<file path="src/rtl/ffc_pkg.sv">
// ffc_pkg: shared types, constants and codes for the flat-field correction block
// no dependencies
package ffc_pkg;

    localparam int MAX_SIDE_DEF   = 4096;
    localparam int MEAN_FRAC_DEF  = 8;

    localparam int PIX_W  = 16;
    localparam int POS_W  = 24;
    localparam int SUM_W  = 40;
    localparam int MEAN_W = 24;
    localparam int CFG_W  = 13;
    localparam int BRD_W  = 11;
    localparam int IDX_W  = 2;

    localparam logic [CFG_W-1:0] WIDTH_RST  = 13'd1792;
    localparam logic [CFG_W-1:0] HEIGHT_RST = 13'd1792;
    localparam logic [BRD_W-1:0] BORDER_RST = 11'd100;

    localparam logic [IDX_W-1:0] REG_WIDTH  = 2'd0;
    localparam logic [IDX_W-1:0] REG_HEIGHT = 2'd1;
    localparam logic [IDX_W-1:0] REG_BORDER = 2'd2;

    localparam int Q_DEPTH = 4;

    typedef enum logic {
        K_GAIN    = 1'b0,
        K_CORRECT = 1'b1
    } t_kind;

    typedef struct packed {
        t_kind            kind;
        logic             zero_gain;
        logic [PIX_W-1:0] diff;
        logic [PIX_W-1:0] gain;
    } t_item;

    typedef enum logic [2:0] {
        S_IDLE,
        S_SYNC,
        S_MEAN,
        S_CMUL,
        S_CDIV,
        S_OUT
    } t_back_state;

endpackage

</file>
<file path="src/rtl/ffc_front.sv">
// ffc_front: input stage, takes items and classifies them
// depends on ffc_pkg
module ffc_front (
    input  logic                       i_clk,
    input  logic                       i_rst_n,
    input  logic                       i_push,
    output logic                       o_full,
    input  logic                       i_action,
    input  logic [ffc_pkg::PIX_W-1:0]  i_raw_pixel,
    input  logic [ffc_pkg::PIX_W-1:0]  i_dark_pixel,
    input  logic [ffc_pkg::PIX_W-1:0]  i_gain_pixel,
    output logic                       o_q_push,
    output ffc_pkg::t_item             o_q_item,
    input  logic                       i_q_full
);

    logic           r_valid;
    ffc_pkg::t_item r_item;
    ffc_pkg::t_item n_item;
    logic           w_load;

    assign o_full   = r_valid && i_q_full;
    assign w_load   = i_push && !o_full;
    assign o_q_push = r_valid && !i_q_full;
    assign o_q_item = r_item;

    // absolute difference and zero-gain flag worked out up front
    always_comb begin
        n_item.kind      = i_action ? ffc_pkg::K_CORRECT : ffc_pkg::K_GAIN;
        n_item.zero_gain = (i_gain_pixel == '0);
        n_item.diff      = (i_raw_pixel >= i_dark_pixel) ? (i_raw_pixel - i_dark_pixel)
                                                         : (i_dark_pixel - i_raw_pixel);
        n_item.gain      = i_gain_pixel;
    end

    always_ff @(posedge i_clk) begin
        if (!i_rst_n) begin
            r_valid <= 1'b0;
        end else if (w_load) begin
            r_valid <= 1'b1;
        end else if (o_q_push) begin
            r_valid <= 1'b0;
        end
    end

    always_ff @(posedge i_clk) begin
        if (w_load) begin
            r_item <= n_item;
        end
    end

endmodule

</file>
<file path="src/rtl/ffc_queue.sv">
// ffc_queue: short item queue between front and back
// depends on ffc_pkg
module ffc_queue (
    input  logic           i_clk,
    input  logic           i_rst_n,
    input  logic           i_push,
    input  ffc_pkg::t_item i_item,
    output logic           o_full,
    input  logic           i_pop,
    output ffc_pkg::t_item o_item,
    output logic           o_empty
);

    localparam int AW = $clog2(ffc_pkg::Q_DEPTH);

    ffc_pkg::t_item r_mem [ffc_pkg::Q_DEPTH];
    logic [AW-1:0]  r_wp;
    logic [AW-1:0]  r_rp;
    logic [AW:0]    r_cnt;
    logic           w_wr;
    logic           w_rd;

    assign o_full  = (r_cnt == (AW+1)'(ffc_pkg::Q_DEPTH));
    assign o_empty = (r_cnt == '0);
    assign w_wr    = i_push && !o_full;
    assign w_rd    = i_pop && !o_empty;
    assign o_item  = r_mem[r_rp];

    always_ff @(posedge i_clk) begin
        if (!i_rst_n) begin
            r_wp  <= '0;
            r_rp  <= '0;
            r_cnt <= '0;
        end else begin
            if (w_wr) begin
                r_wp <= r_wp + 1'b1;
            end
            if (w_rd) begin
                r_rp <= r_rp + 1'b1;
            end
            if (w_wr && !w_rd) begin
                r_cnt <= r_cnt + 1'b1;
            end else if (w_rd && !w_wr) begin
                r_cnt <= r_cnt - 1'b1;
            end
        end
    end

    always_ff @(posedge i_clk) begin
        if (w_wr) begin
            r_mem[r_wp] <= i_item;
        end
    end

endmodule

</file>
<file path="src/rtl/ffc_div.sv">
// ffc_div: restoring divider, one quotient bit per cycle
// no package dependencies
module ffc_div #(
    parameter int DVD_W = 48,
    parameter int DVS_W = 26
) (
    input  logic             i_clk,
    input  logic             i_rst_n,
    input  logic             i_start,
    input  logic [DVD_W-1:0] i_dividend,
    input  logic [DVS_W-1:0] i_divisor,
    output logic             o_busy,
    output logic             o_done,
    output logic [DVD_W-1:0] o_quot,
    output logic [DVS_W-1:0] o_rem
);

    localparam int CW = $clog2(DVD_W+1);

    logic             r_busy;
    logic             r_done;
    logic [CW-1:0]    r_cnt;
    logic [DVD_W-1:0] r_q;
    logic [DVS_W-1:0] r_rem;
    logic [DVS_W-1:0] r_d;
    logic [DVS_W:0]   w_t;
    logic             w_ge;

    assign w_t    = {r_rem, r_q[DVD_W-1]};
    assign w_ge   = (w_t >= {1'b0, r_d});
    assign o_busy = r_busy;
    assign o_done = r_done;
    assign o_quot = r_q;
    assign o_rem  = r_rem;

    always_ff @(posedge i_clk) begin
        if (!i_rst_n) begin
            r_busy <= 1'b0;
            r_done <= 1'b0;
            r_cnt  <= '0;
        end else begin
            r_done <= 1'b0;
            if (i_start) begin
                r_busy <= 1'b1;
                r_cnt  <= '0;
            end else if (r_busy) begin
                r_cnt <= r_cnt + 1'b1;
                if (r_cnt == CW'(DVD_W-1)) begin
                    r_busy <= 1'b0;
                    r_done <= 1'b1;
                end
            end
        end
    end

    always_ff @(posedge i_clk) begin
        if (i_start) begin
            r_q   <= i_dividend;
            r_rem <= '0;
            r_d   <= i_divisor;
        end else if (r_busy) begin
            r_q   <= {r_q[DVD_W-2:0], w_ge};
            r_rem <= w_ge ? DVS_W'(w_t - {1'b0, r_d}) : w_t[DVS_W-1:0];
        end
    end

endmodule

</file>
<file path="src/rtl/ffc_back.sv">
// ffc_back: carries out items: gain statistics, mean and pixel correction
// depends on ffc_pkg and ffc_div
module ffc_back #(
    parameter int MAX_SIDE       = ffc_pkg::MAX_SIDE_DEF,
    parameter int MEAN_FRAC_BITS = ffc_pkg::MEAN_FRAC_DEF
) (
    input  logic                        i_clk,
    input  logic                        i_rst_n,
    input  logic                        i_cfg_we,
    input  logic [ffc_pkg::IDX_W-1:0]   i_cfg_idx,
    input  logic [ffc_pkg::CFG_W-1:0]   i_cfg_data,
    input  logic                        i_q_empty,
    input  ffc_pkg::t_item              i_q_item,
    output logic                        o_q_pop,
    output logic                        o_empty,
    input  logic                        i_pop,
    output logic [ffc_pkg::PIX_W-1:0]   o_corrected_pixel,
    output logic                        o_clipped,
    output logic [ffc_pkg::MEAN_W-1:0]  o_mean_in_use
);

    localparam int SIDE_W = $clog2(MAX_SIDE+1);
    localparam int LAST_W = 2*SIDE_W;
    localparam int PROD_W = ffc_pkg::PIX_W + ffc_pkg::MEAN_W;
    localparam int DVD_W  = ffc_pkg::SUM_W + MEAN_FRAC_BITS;
    localparam int GDV_W  = ffc_pkg::PIX_W + MEAN_FRAC_BITS;
    localparam int DVS_W  = (GDV_W > LAST_W) ? GDV_W : LAST_W;
    localparam int CMP_W  = ffc_pkg::POS_W + LAST_W;
    localparam int RW     = ffc_pkg::POS_W + 2;
    localparam logic [ffc_pkg::SUM_W-1:0]  SUM_MAX  = '1;
    localparam logic [ffc_pkg::MEAN_W-1:0] MEAN_MAX = '1;
    localparam logic [ffc_pkg::PIX_W-1:0]  PIX_MAX  = '1;

    // configuration
    logic [ffc_pkg::CFG_W-1:0] r_cfg_w;
    logic [ffc_pkg::CFG_W-1:0] r_cfg_h;
    logic [ffc_pkg::BRD_W-1:0] r_cfg_b;

    // derived frame geometry, refreshed every cycle
    logic [SIDE_W-1:0] w_wc;
    logic [SIDE_W-1:0] w_hc;
    logic [SIDE_W-1:0] r_wc;
    logic [SIDE_W-1:0] r_hc;
    logic [LAST_W-1:0] r_last;
    logic [LAST_W-1:0] r_area;
    logic              r_nonempty;
    logic [ffc_pkg::BRD_W:0] w_b2;
    logic              w_nonempty;
    logic              w_width_wr;

    ffc_pkg::t_back_state r_state, n_state;
    logic [ffc_pkg::POS_W-1:0]  r_pos, n_pos;
    logic [ffc_pkg::POS_W-1:0]  r_row, n_row;
    logic [SIDE_W-1:0]          r_col, n_col;
    logic [ffc_pkg::SUM_W-1:0]  r_sum, n_sum;
    logic [ffc_pkg::MEAN_W-1:0] r_mean, n_mean;
    logic                       r_synced, n_synced;
    logic [PROD_W-1:0]          r_prod, n_prod;
    logic [ffc_pkg::PIX_W-1:0]  r_gain, n_gain;
    logic [ffc_pkg::PIX_W-1:0]  r_res_pix, n_res_pix;
    logic                       r_res_clip, n_res_clip;
    logic                       r_ov, n_ov;
    logic [ffc_pkg::PIX_W-1:0]  r_out_pix, n_out_pix;
    logic                       r_out_clip, n_out_clip;
    logic [ffc_pkg::MEAN_W-1:0] r_out_mean, n_out_mean;

    logic                       w_in_region;
    logic [ffc_pkg::SUM_W:0]    w_sum_add;
    logic [ffc_pkg::SUM_W-1:0]  w_sum_upd;

    logic             div_start;
    logic [DVD_W-1:0] div_dvd;
    logic [DVS_W-1:0] div_dvs;
    logic             div_busy;
    logic             div_done;
    logic [DVD_W-1:0] div_quot;
    logic [DVS_W-1:0] div_rem;

    ffc_div #(.DVD_W(DVD_W), .DVS_W(DVS_W)) u_div (
        .i_clk      (i_clk),
        .i_rst_n    (i_rst_n),
        .i_start    (div_start),
        .i_dividend (div_dvd),
        .i_divisor  (div_dvs),
        .o_busy     (div_busy),
        .o_done     (div_done),
        .o_quot     (div_quot),
        .o_rem      (div_rem)
    );

    // side clamp to 1..MAX_SIDE
    always_comb begin
        if (r_cfg_w == '0) begin
            w_wc = SIDE_W'(1);
        end else if (32'(r_cfg_w) > MAX_SIDE) begin
            w_wc = SIDE_W'(MAX_SIDE);
        end else begin
            w_wc = SIDE_W'(r_cfg_w);
        end
        if (r_cfg_h == '0) begin
            w_hc = SIDE_W'(1);
        end else if (32'(r_cfg_h) > MAX_SIDE) begin
            w_hc = SIDE_W'(MAX_SIDE);
        end else begin
            w_hc = SIDE_W'(r_cfg_h);
        end
    end

    assign w_b2       = {r_cfg_b, 1'b0};
    assign w_nonempty = (32'(w_wc) > 32'(w_b2)) && (32'(w_hc) > 32'(w_b2));
    assign w_width_wr = i_cfg_we && (i_cfg_idx == ffc_pkg::REG_WIDTH);

    always_ff @(posedge i_clk) begin
        r_wc       <= w_wc;
        r_hc       <= w_hc;
        r_last     <= LAST_W'(w_wc) * LAST_W'(w_hc) - 1'b1;
        r_nonempty <= w_nonempty;
        r_area     <= LAST_W'(SIDE_W'(32'(w_wc) - 32'(w_b2)))
                    * LAST_W'(SIDE_W'(32'(w_hc) - 32'(w_b2)));
    end

    // mean region test on the current row and column
    assign w_in_region = (RW'(r_row) >= RW'(r_cfg_b))
                      && (RW'(r_row) + RW'(r_cfg_b) + 1'b1 <= RW'(r_hc))
                      && (RW'(r_col) >= RW'(r_cfg_b) + 1'b1)
                      && (RW'(r_col) + RW'(r_cfg_b) <= RW'(r_wc));
    assign w_sum_add = {1'b0, r_sum} + (ffc_pkg::SUM_W+1)'(i_q_item.gain);
    assign w_sum_upd = !w_in_region ? r_sum
                     : (w_sum_add[ffc_pkg::SUM_W] ? SUM_MAX : w_sum_add[ffc_pkg::SUM_W-1:0]);

    assign o_empty           = !r_ov;
    assign o_corrected_pixel = r_out_pix;
    assign o_clipped         = r_out_clip;
    assign o_mean_in_use     = r_out_mean;

    always_comb begin
        n_state    = r_state;
        n_pos      = r_pos;
        n_row      = r_row;
        n_col      = r_col;
        n_sum      = r_sum;
        n_mean     = r_mean;
        n_synced   = r_synced;
        n_prod     = r_prod;
        n_gain     = r_gain;
        n_res_pix  = r_res_pix;
        n_res_clip = r_res_clip;
        n_ov       = r_ov;
        n_out_pix  = r_out_pix;
        n_out_clip = r_out_clip;
        n_out_mean = r_out_mean;
        o_q_pop    = 1'b0;
        div_start  = 1'b0;
        div_dvd    = DVD_W'(r_pos);
        // clamped width straight from the register, as the registered copy r_wc lags behind it
        div_dvs    = DVS_W'(w_wc);

        if (r_ov && i_pop) begin
            n_ov = 1'b0;
        end

        case (r_state)
            ffc_pkg::S_IDLE: begin
                if (!r_synced) begin
                    div_start = 1'b1;
                    n_state   = ffc_pkg::S_SYNC;
                end else if (!i_q_empty) begin
                    o_q_pop = 1'b1;
                    if (i_q_item.kind == ffc_pkg::K_GAIN) begin
                        if (CMP_W'(r_pos) >= CMP_W'(r_last)) begin
                            if (r_nonempty) begin
                                n_sum     = w_sum_upd;
                                div_dvd   = DVD_W'(w_sum_upd) << MEAN_FRAC_BITS;
                                div_dvs   = DVS_W'(r_area);
                                div_start = 1'b1;
                                n_state   = ffc_pkg::S_MEAN;
                            end else begin
                                n_mean = '0;
                                n_sum  = '0;
                                n_pos  = '0;
                                n_row  = '0;
                                n_col  = '0;
                            end
                        end else begin
                            n_sum = w_sum_upd;
                            n_pos = r_pos + 1'b1;
                            if (r_col + 1'b1 == r_wc) begin
                                n_col = '0;
                                n_row = r_row + 1'b1;
                            end else begin
                                n_col = r_col + 1'b1;
                            end
                        end
                    end else if (i_q_item.zero_gain) begin
                        n_res_pix  = PIX_MAX;
                        n_res_clip = 1'b1;
                        n_state    = ffc_pkg::S_OUT;
                    end else begin
                        n_prod  = PROD_W'(i_q_item.diff) * PROD_W'(r_mean);
                        n_gain  = i_q_item.gain;
                        n_state = ffc_pkg::S_CMUL;
                    end
                end
            end
            ffc_pkg::S_SYNC: begin
                if (div_done) begin
                    n_row    = div_quot[ffc_pkg::POS_W-1:0];
                    n_col    = div_rem[SIDE_W-1:0];
                    n_synced = 1'b1;
                    n_state  = ffc_pkg::S_IDLE;
                end
            end
            ffc_pkg::S_MEAN: begin
                if (div_done) begin
                    n_mean  = (div_quot > DVD_W'(MEAN_MAX)) ? MEAN_MAX
                                                            : div_quot[ffc_pkg::MEAN_W-1:0];
                    n_sum   = '0;
                    n_pos   = '0;
                    n_row   = '0;
                    n_col   = '0;
                    n_state = ffc_pkg::S_IDLE;
                end
            end
            ffc_pkg::S_CMUL: begin
                div_dvd   = DVD_W'(r_prod);
                div_dvs   = DVS_W'(r_gain) << MEAN_FRAC_BITS;
                div_start = 1'b1;
                n_state   = ffc_pkg::S_CDIV;
            end
            ffc_pkg::S_CDIV: begin
                if (div_done) begin
                    if (div_quot > DVD_W'(PIX_MAX)) begin
                        n_res_pix  = PIX_MAX;
                        n_res_clip = 1'b1;
                    end else begin
                        n_res_pix  = div_quot[ffc_pkg::PIX_W-1:0];
                        n_res_clip = 1'b0;
                    end
                    n_state = ffc_pkg::S_OUT;
                end
            end
            ffc_pkg::S_OUT: begin
                if (!r_ov || i_pop) begin
                    n_ov       = 1'b1;
                    n_out_pix  = r_res_pix;
                    n_out_clip = r_res_clip;
                    n_out_mean = r_mean;
                    n_state    = ffc_pkg::S_IDLE;
                end
            end
            default: begin
                n_state = ffc_pkg::S_IDLE;
            end
        endcase
    end

    always_ff @(posedge i_clk) begin
        if (!i_rst_n) begin
            r_state  <= ffc_pkg::S_IDLE;
            r_pos    <= '0;
            r_row    <= '0;
            r_col    <= '0;
            r_sum    <= '0;
            r_mean   <= '0;
            r_synced <= 1'b1;
            r_ov     <= 1'b0;
            r_cfg_w  <= ffc_pkg::WIDTH_RST;
            r_cfg_h  <= ffc_pkg::HEIGHT_RST;
            r_cfg_b  <= ffc_pkg::BORDER_RST;
        end else begin
            r_state  <= n_state;
            r_pos    <= n_pos;
            r_row    <= n_row;
            r_col    <= n_col;
            r_sum    <= n_sum;
            r_mean   <= n_mean;
            // a new width needs row and column derived again
            r_synced <= n_synced && !w_width_wr;
            r_ov     <= n_ov;
            if (i_cfg_we) begin
                case (i_cfg_idx)
                    ffc_pkg::REG_WIDTH: begin
                        r_cfg_w <= i_cfg_data;
                    end
                    ffc_pkg::REG_HEIGHT: begin
                        r_cfg_h <= i_cfg_data;
                    end
                    ffc_pkg::REG_BORDER: begin
                        r_cfg_b <= i_cfg_data[ffc_pkg::BRD_W-1:0];
                    end
                    default: begin
                    end
                endcase
            end
        end
    end

    always_ff @(posedge i_clk) begin
        r_prod     <= n_prod;
        r_gain     <= n_gain;
        r_res_pix  <= n_res_pix;
        r_res_clip <= n_res_clip;
        r_out_pix  <= n_out_pix;
        r_out_clip <= n_out_clip;
        r_out_mean <= n_out_mean;
    end

    a_div_idle_start: assert property (@(posedge i_clk) disable iff (!i_rst_n)
        div_start |-> !div_busy)
        else $error("divider started while busy");

    a_frame_end_clears: assert property (@(posedge i_clk) disable iff (!i_rst_n)
        (r_state == ffc_pkg::S_MEAN && div_done) |=> (r_pos == '0 && r_sum == '0))
        else $error("frame end did not clear position and sum");

    a_clip_saturates: assert property (@(posedge i_clk) disable iff (!i_rst_n)
        (r_ov && r_out_clip) |-> (r_out_pix == PIX_MAX))
        else $error("clipped result not saturated");

    a_pop_only_idle: assert property (@(posedge i_clk) disable iff (!i_rst_n)
        o_q_pop |-> (r_state == ffc_pkg::S_IDLE && r_synced))
        else $error("queue popped while busy");

endmodule

</file>
<file path="src/rtl/flat_field_correction_top.sv">
// flow: front register, queue, then the back end, which adds a gain item to the region sum
// or clips a correct item on zero gain, else multiplies and divides it; the last gain item
// of a frame holds the back end while the bit-serial divider forms the mean
// throughput: one gain item per cycle while the back end is idle, none while it is busy
// reset: synchronous active low; clears position, sum, mean, queue and output
// a frame width write re-derives row and column with one divider pass before the next item
module flat_field_correction_top #(
    parameter int MAX_SIDE       = ffc_pkg::MAX_SIDE_DEF,
    parameter int MEAN_FRAC_BITS = ffc_pkg::MEAN_FRAC_DEF
) (
    input  logic                        i_clk,
    input  logic                        i_rst_n,
    // configuration write port
    input  logic                        i_cfg_we,
    input  logic [ffc_pkg::IDX_W-1:0]   i_cfg_idx,
    input  logic [ffc_pkg::CFG_W-1:0]   i_cfg_data,
    // input item queue side
    input  logic                        push,
    output logic                        full,
    input  logic                        i_action,
    input  logic [ffc_pkg::PIX_W-1:0]   i_raw_pixel,
    input  logic [ffc_pkg::PIX_W-1:0]   i_dark_pixel,
    input  logic [ffc_pkg::PIX_W-1:0]   i_gain_pixel,
    // result queue side
    output logic                        empty,
    input  logic                        pop,
    output logic [ffc_pkg::PIX_W-1:0]   o_corrected_pixel,
    output logic                        o_clipped,
    output logic [ffc_pkg::MEAN_W-1:0]  o_mean_in_use
);

    // front stage to queue
    logic           f_push;
    ffc_pkg::t_item f_item;
    logic           q_full;
    // queue to back end
    logic           q_empty;
    logic           q_pop;
    ffc_pkg::t_item q_item;

    // front: registers one item, takes abs difference and flags zero gain
    ffc_front u_front (
        .i_clk        (i_clk),
        .i_rst_n      (i_rst_n),
        .i_push       (push),
        .o_full       (full),
        .i_action     (i_action),
        .i_raw_pixel  (i_raw_pixel),
        .i_dark_pixel (i_dark_pixel),
        .i_gain_pixel (i_gain_pixel),
        .o_q_push     (f_push),
        .o_q_item     (f_item),
        .i_q_full     (q_full)
    );

    // short queue lets the front keep taking gain items while the back divides
    ffc_queue u_queue (
        .i_clk   (i_clk),
        .i_rst_n (i_rst_n),
        .i_push  (f_push),
        .i_item  (f_item),
        .o_full  (q_full),
        .i_pop   (q_pop),
        .o_item  (q_item),
        .o_empty (q_empty)
    );

    // back: position tracking, region sum, shared divider, result register
    ffc_back #(
        .MAX_SIDE       (MAX_SIDE),
        .MEAN_FRAC_BITS (MEAN_FRAC_BITS)
    ) u_back (
        .i_clk             (i_clk),
        .i_rst_n           (i_rst_n),
        .i_cfg_we          (i_cfg_we),
        .i_cfg_idx         (i_cfg_idx),
        .i_cfg_data        (i_cfg_data),
        .i_q_empty         (q_empty),
        .i_q_item          (q_item),
        .o_q_pop           (q_pop),
        .o_empty           (empty),
        .i_pop             (pop),
        .o_corrected_pixel (o_corrected_pixel),
        .o_clipped         (o_clipped),
        .o_mean_in_use     (o_mean_in_use)
    );

endmodule
</file>
<file path="config.mk">
export PLATFORM = sky130hd
export DESIGN_NAME = flat_field_correction_top
export DESIGN_NICKNAME = d
export VERILOG_FILES = /design/src/rtl/ffc_pkg.sv /design/src/rtl/ffc_front.sv /design/src/rtl/ffc_queue.sv /design/src/rtl/ffc_div.sv /design/src/rtl/ffc_back.sv /design/src/rtl/flat_field_correction_top.sv
export SDC_FILE = /design/constraint.sdc
export NUM_CORES = 2
export LEC_CHECK = 0
export ABC_AREA = 0
export BUFFER_PORTS_ARGS = -buffer_cell sky130_fd_sc_hd__buf_4
export CORE_ASPECT_RATIO = 2
export CORE_MARGIN = 5
export CORE_UTILIZATION = 42
export DETAILED_ROUTE_END_ITERATION = 8
export PLACE_DENSITY = 0.66
export SKIP_CTS_REPAIR_TIMING = 1
export SLEW_MARGIN = 20
export SYNTH_ARGS = -nofsm -noshare
export SYNTH_HDL_FRONTEND = slang
export SYNTH_SLANG_ARGS = --single-unit
</file>
<file path="constraint.sdc">
create_clock -name i_clk -period 9.3 [get_ports i_clk]
set_input_delay 0.93 -clock i_clk [delete_from_list [all_inputs] [get_ports i_clk]]
set_output_delay 0.93 -clock i_clk [all_outputs]
set_load 0.01 [all_outputs]
</file>
Word level (Yosys, flattened, before mapping) --
Memories as Yosys holds them, arrays and structs flattened. A register that Yosys moved wholly into a read port is not among the register bits. Index checks and enable logic that the tools add are counted.
Storage, ports and cells: memories 1, bits of input ports 69, register bits 510, word-level logic and storage cells 263, memory bits (writable) 136
Memories:
- u_queue.r_mem | depth 4, width 34, read ports 1, clocked after memory_dff 1, write ports 1, line ffc_queue.sv:16 | ffc_pkg::t_item r_mem [ffc_pkg::Q_DEPTH];
Cells by class: muxes and demuxes 110, reductions and logical operators 49, order comparisons 13, equality and inequality tests 27, add/sub/neg operators 19, bitwise logic cells 4, multipliers 3
Operators with widths (count):
- $mux 24 | 18
- $mux 48 | 7
- $mux 40 | 8
- $mux 13 | 12
- $mux 26 | 6
- $mux 16 | 7
- $pmux 24 s2 | 2
- $pmux 48 s2 | 1
- $pmux 40 s2 | 1
- $pmux 24 s3 | 1
- $le 26x13->1 | 2
- $mul 13x13->26 | 2
- $pmux 26 s2 | 1
- $add 24x1->24 const B | 2
- $gt 48x16->1 const B | 1
- $gt 48x24->1 const B | 1
- $add 40x16->41 | 1
- $mul 16x24->40 | 1
- $pmux 13 s3 | 1
- $mux 3 | 11
- $pmux 16 s2 | 1
- $sub 16x16->16 | 2
- $mux 1 | 28
- $ge 27x26->1 | 1
- other kinds (51) | 107

Logic depth before layout (Yosys ltp) --
depth after elaboration 14, gate-level depth with buffers 39

Hierarchy --
A second synthesis with hierarchy kept.
Unflattened totals: cell total of the unflattened synthesis 6035, area total of the unflattened synthesis 57417.6 um2
By module, submodules not included:
- ffc_back | seq. area each 8348.0 um2, instances 1, area an instance 43569.3 um2, cells each 5039
- ffc_div | seq. area each 2902.8 um2, instances 1, area an instance 5786.8 um2, cells each 513
- ffc_queue | seq. area each 4264.1 um2, instances 1, area an instance 5444.0 um2, cells each 226
- ffc_front | seq. area each 1041.0 um2, instances 1, area an instance 2617.5 um2, cells each 257

Worst setup path before layout --
Ideal clock, no wire load.
kind reg-to-reg, from register u_back.r_cfg_h[12] (netlist name), to register u_back.r_area[25], setup time 0.120 ns, arrival time 8.070 ns, buffers on the path 2, required time 9.180 ns, stages on the path, launching flop included 38, path slack 1.110 ns, cells stage by stage dfxtp_1 -> clkbuf_1 -> nor2b_1 -> inv_1 -> clkbuf_1 -> ha_1 -> inv_1 -> fa_1 -> a21o_1 -> a21oi_1 -> o21bai_1 -> a21oi_1 -> nor2b_1 -> o21a_1 -> o21ai_0 -> nand2b_1 -> a21oi_1 -> xnor2_1 -> [2 not listed] -> fa_1 -> inv_1 -> fa_1 -> fa_1 -> inv_1 -> fa_1 -> inv_1 -> ha_1 -> o21ai_0 -> o31ai_1 -> nor4_1 -> o31ai_1 -> o41a_1 -> a41o_1 -> o21ai_0 -> nand2b_1 -> a21oi_1 -> xnor2_1
On the way: word-level cells in the longest chain between the ends 5
RTL lines:
- start: declaration | line ffc_back.sv:36 | logic [ffc_pkg::CFG_W-1:0] r_cfg_h;
- start signal: assignment | line ffc_back.sv:268 | r_cfg_h <= ffc_pkg::HEIGHT_RST;
- start signal: assignment | line ffc_back.sv:286 | r_cfg_h <= i_cfg_data;
- $gt 13x13->1 | line ffc_back.sv:102 | end else if (32'(r_cfg_h) > MAX_SIDE) begin
- $mux 13 | line ffc_back.sv:102
- $mux 13 (*) | line ffc_back.sv:100 | if (r_cfg_h == '0) begin
- via u_back.w_hc[1] | line ffc_back.sv:41 | logic [SIDE_W-1:0] w_hc;
- $sub 13x12->13 (*) | line ffc_back.sv:119 | * LAST_W'(SIDE_W'(32'(w_hc) - 32'(w_b2)));
- $mul 13x13->26 (*) | line ffc_back.sv:119
- end signal: assignment | line ffc_back.sv:118 | r_area <= LAST_W'(SIDE_W'(32'(w_wc) - 32'(w_b2)))
- end: declaration | line ffc_back.sv:45 | logic [LAST_W-1:0] r_area;
Mark *: on every way through the listed nets, which the timed path passes. The rest lies on a longest branch. A chain may end at the register's enable or synchronous reset.

Worst setup path after layout --
from register u_back.r_cfg_b[1] (netlist name), to register u_back.r_area[25]
On the way: word-level cells in the longest chain between the ends 2
RTL lines:
- start: declaration | line ffc_back.sv:37 | logic [ffc_pkg::BRD_W-1:0] r_cfg_b;
- start signal: assignment | line ffc_back.sv:269 | r_cfg_b <= ffc_pkg::BORDER_RST;
- start signal: assignment | line ffc_back.sv:289 | r_cfg_b <= i_cfg_data[ffc_pkg::BRD_W-1:0];
- $sub 13x12->13, on equally long branches | line ffc_back.sv:118, ffc_back.sv:119
- $mul 13x13->26 (*) | line ffc_back.sv:119
Mark *: on every way between the ends. The rest lies on a longest branch, timed or not.

==> impl_metrics.json <==
{
  "timing.critical_path.fanout_max": 8,
  "final_layout_size_suffix_gt1_frac": 0.0756,
  "top_count_cell_post_synth": "inv_1",
  "max_cap_viol_count": 0,
  "synthXorXnorAreaFrac": 0.0396,
  "vias": 43862,
  "areaGrowthSynthToFinish_pct": 9.25,
  "synthTopCellsByArea": "fa_1 (20%), edfxtp_1 (19%), ha_1 (10%)",
  "report.final.slew_viol_count": 0,
  "floorplan.rows": 191,
  "synth_top_family_by_area": "adder cells",
  "fin_crit_ps": 8700,
  "fp.dieW_um": 270,
  "gp_congestion": 0.995,
  "wl_per_cell_um": 22.4,
  "criticalPathCategory": "register to register",
  "outcome": "finished, final reports clean",
  "synthMuxAreaShare": 0.0253,
  "worst_clock_skew_ps": 59.1,
  "vias_in_the_first_global_route": 47282,
  "drt-pass1-iter-count": 6,
  "total_leakage_power_nw": 27.3,
  "post_synth_most_frequent_cells": "inv_1 (833), nand2_1 (756), fa_1 (564)",
  "synth-simple-area-share": 0.154,
  "synth_top_cell_by_area": "fa_1",
  "clock_tree_from_tritoncts": "done",
  "die_height_um": 530,
  "synth.ff_latch_count": 648,
  "routedLengthMet1_mm": 55.1,
  "yosysSeqAreaShare": 0.291,
  "grt_util_overall": 0.242,
  "required_ps": 9880,
  "ys_async_sr_fraction": 0,
  "setup_repair_after_global_routing_missed_its_margin": "no",
  "dr.max_layer_used": "met5",
  "worst_setup_hold_path_clk_slew_ps": 70,
  "timing.critical_path.max_delay_family": "adder cells",
  "final_net_count": 7153,
  "timing.max_slew.rel_slack": 0.277,
  "cell_count_after_synthesis": 5994,
  "worst-slew-pin-transition_ps": 1050,
  "fin_setup_tns_ps": 0,
  "htree_levels": 2,
  "mappedNetlistNets": 7101,
  "worstSetupStartpointType": "register",
  "drt-initial-drc-count": 2556,
  "cts.sinks": 648,
  "hold_crit_class": "primary input to register",
  "maxClockFrequency_mhz": 115,
  "fp.coreArea_um2": 135000,
  "synth-adder-area-share": 0.303,
  "route.detailed.vias_per_inst": 5.59,
  "critPathCaptureType": "register",
  "arrival_ps": 9280,
  "die_area_um2": 143000,
  "critical_path_top_delay_cell": "fa_1",
  "synth.distinct_cells": 96,
  "wire_length_of_the_first_global_routing_pass_mm": 271,
  "met3_wirelength_mm": 7.36,
  "detailedPlacementHpwl_mm": 141,
  "grt_max_degree": 73,
  "critPathMostFrequentCell": "fa_1",
  "p_per_area_nw_per_um2": 252,
  "ys.flop_type": "edfxtp_1",
  "peakVddDrop_mv": 0.369,
  "worst-path-buf-inv": 5,
  "setup_viol": 0,
  "grt_antenna_before_repair": 7,
  "number_of_buffers_on_the_longest_clock_path": 3,
  "synth_enable_flop_cells": 358,
  "drc_errors": 0,
  "ant_nets": 0,
  "report.final.hold_viol_count": 0,
  "grt_overflow_total": 0,
  "cts.root.buffer_cell": "clkbuf_16",
  "cts_inserted_buffers": 61,
  "synth_area_per_cell_um2": 9.49,
  "placement.io_buffers": 111,
  "ios": 112,
  "initial_utilization": 0.421,
  "fin_crit_sh": 0.936,
  "routed-wl-met2_mm": 93.6,
  "cpPeakStageDelay_ps": 570,
  "finish.utilization": 0.460,
  "yosysTopAreaCellShare": 0.198,
  "total_wirelength_of_the_detailed_routed_design_mm": 176,
  "synth-compound-area-share": 0.115,
  "ys_warn_count": 0,
  "finalHoldWorstSlack_ps": 410,
  "setup_slack_ps": 599,
  "clk_latency_ps": 710,
  "worst_setup_slack_before_clock_tree_synthesis_ps": 456,
  "netlist_area_before_placement_um2": 56900
}
-- per-layer routing --
metal / global-route usage / up-vias
met2: 0.465 / 1428
li1: - / 20069
met3: 0.0279 / 622
met1: 0.223 / 21737
met5: 0 / -
met4: 0.211 / 6
-- state kept, by name, summed over array words and instances (netlist names), 34 cells and up, named ones only --
name and count:
u_queue.r_mem 136, u_back.u_div.o_quot 48, u_front.o_q_item 34, u_back.r_sum 40
u_back.r_prod 40
-- cells by family after synthesis --
logic type | count (synthesis)
xor+xnor | 256
simple gates | 1848
buf+inv | 1094
mux | 101
flops | 648
fa+ha+maj | 1038
compound gates | 1009
-- stage by stage --
stage	power (mW)	area, µm²	instances
final	15.7	62100	7840
after global routing	16.9	62100	7837
after CTS	15.7	62100	7836
after detailed placement	13.0	60000	7720
after global placement	12.8	60000	7720
after floorplan	10.1	56900	5994
-- placed cells by master, fill, tap and decap left out, drive strengths merged, types with 24 or more instances in the layout --
cell and count:
nor2 356, and3 41, nand3 91, nand4 47, clkbuf 72, a211oi 44, clkinv 24, ha 474
a21o 88, nor4 38, edfxtp 358, mux4 34, inv 849, xor2 73, a22oi 24, o211ai 47
or3 24, nand2b 82, o21a 43, dfxtp 290, fa 564, o21bai 35, a21oi 312, and2 192
o21ai 180, nor2b 51, nor3 91, a31oi 51, buf 242, xnor2 183, nand2 757, mux2i 66
-- power by group --
part / leakage [nW] / switching [mW] / internal (mW) / total, mW
Clock: 1.02 / 1.25 / 1.41 / 2.66
Combinational: 20.7 / 5.59 / 3.33 / 8.92
Sequential: 5.61 / 0.459 / 3.62 / 4.08
-- worst paths after layout --
| check | from | end | slack, ps | cells past startpoint |
|---|---|---|---|---|
| setup / recovery | u_back.r_cfg_b[1]$_SDFFE_PN0P_ | u_back.r_area[25]$_DFF_P_ | 600 | 32 |
| hold / removal | i_action | u_front.o_q_item[33]$_DFFE_PP_ | 410 | 1 |
| setup reg to reg | u_back.r_cfg_b[1]$_SDFFE_PN0P_ | u_back.r_area[25]$_DFF_P_ | 600 | 32 |
| hold reg to reg | u_back.r_res_pix[6]$_SDFFCE_PN1P_ | u_back.o_corrected_pixel[6]$_DFFE_PP_ | 420 | 0 |
-- cell type report --
type	count	area, µm²
clock inverter	44	503
inverter	841	3160
multi-input combinational	4252	36300
clock buffer	72	1610
sequential	648	16600
fill	12707	72900
antenna	4	10.0
timing repair buffer	242	1820
tap	1737	2170
No activity file was read; power rests on OpenSTA's default activity.
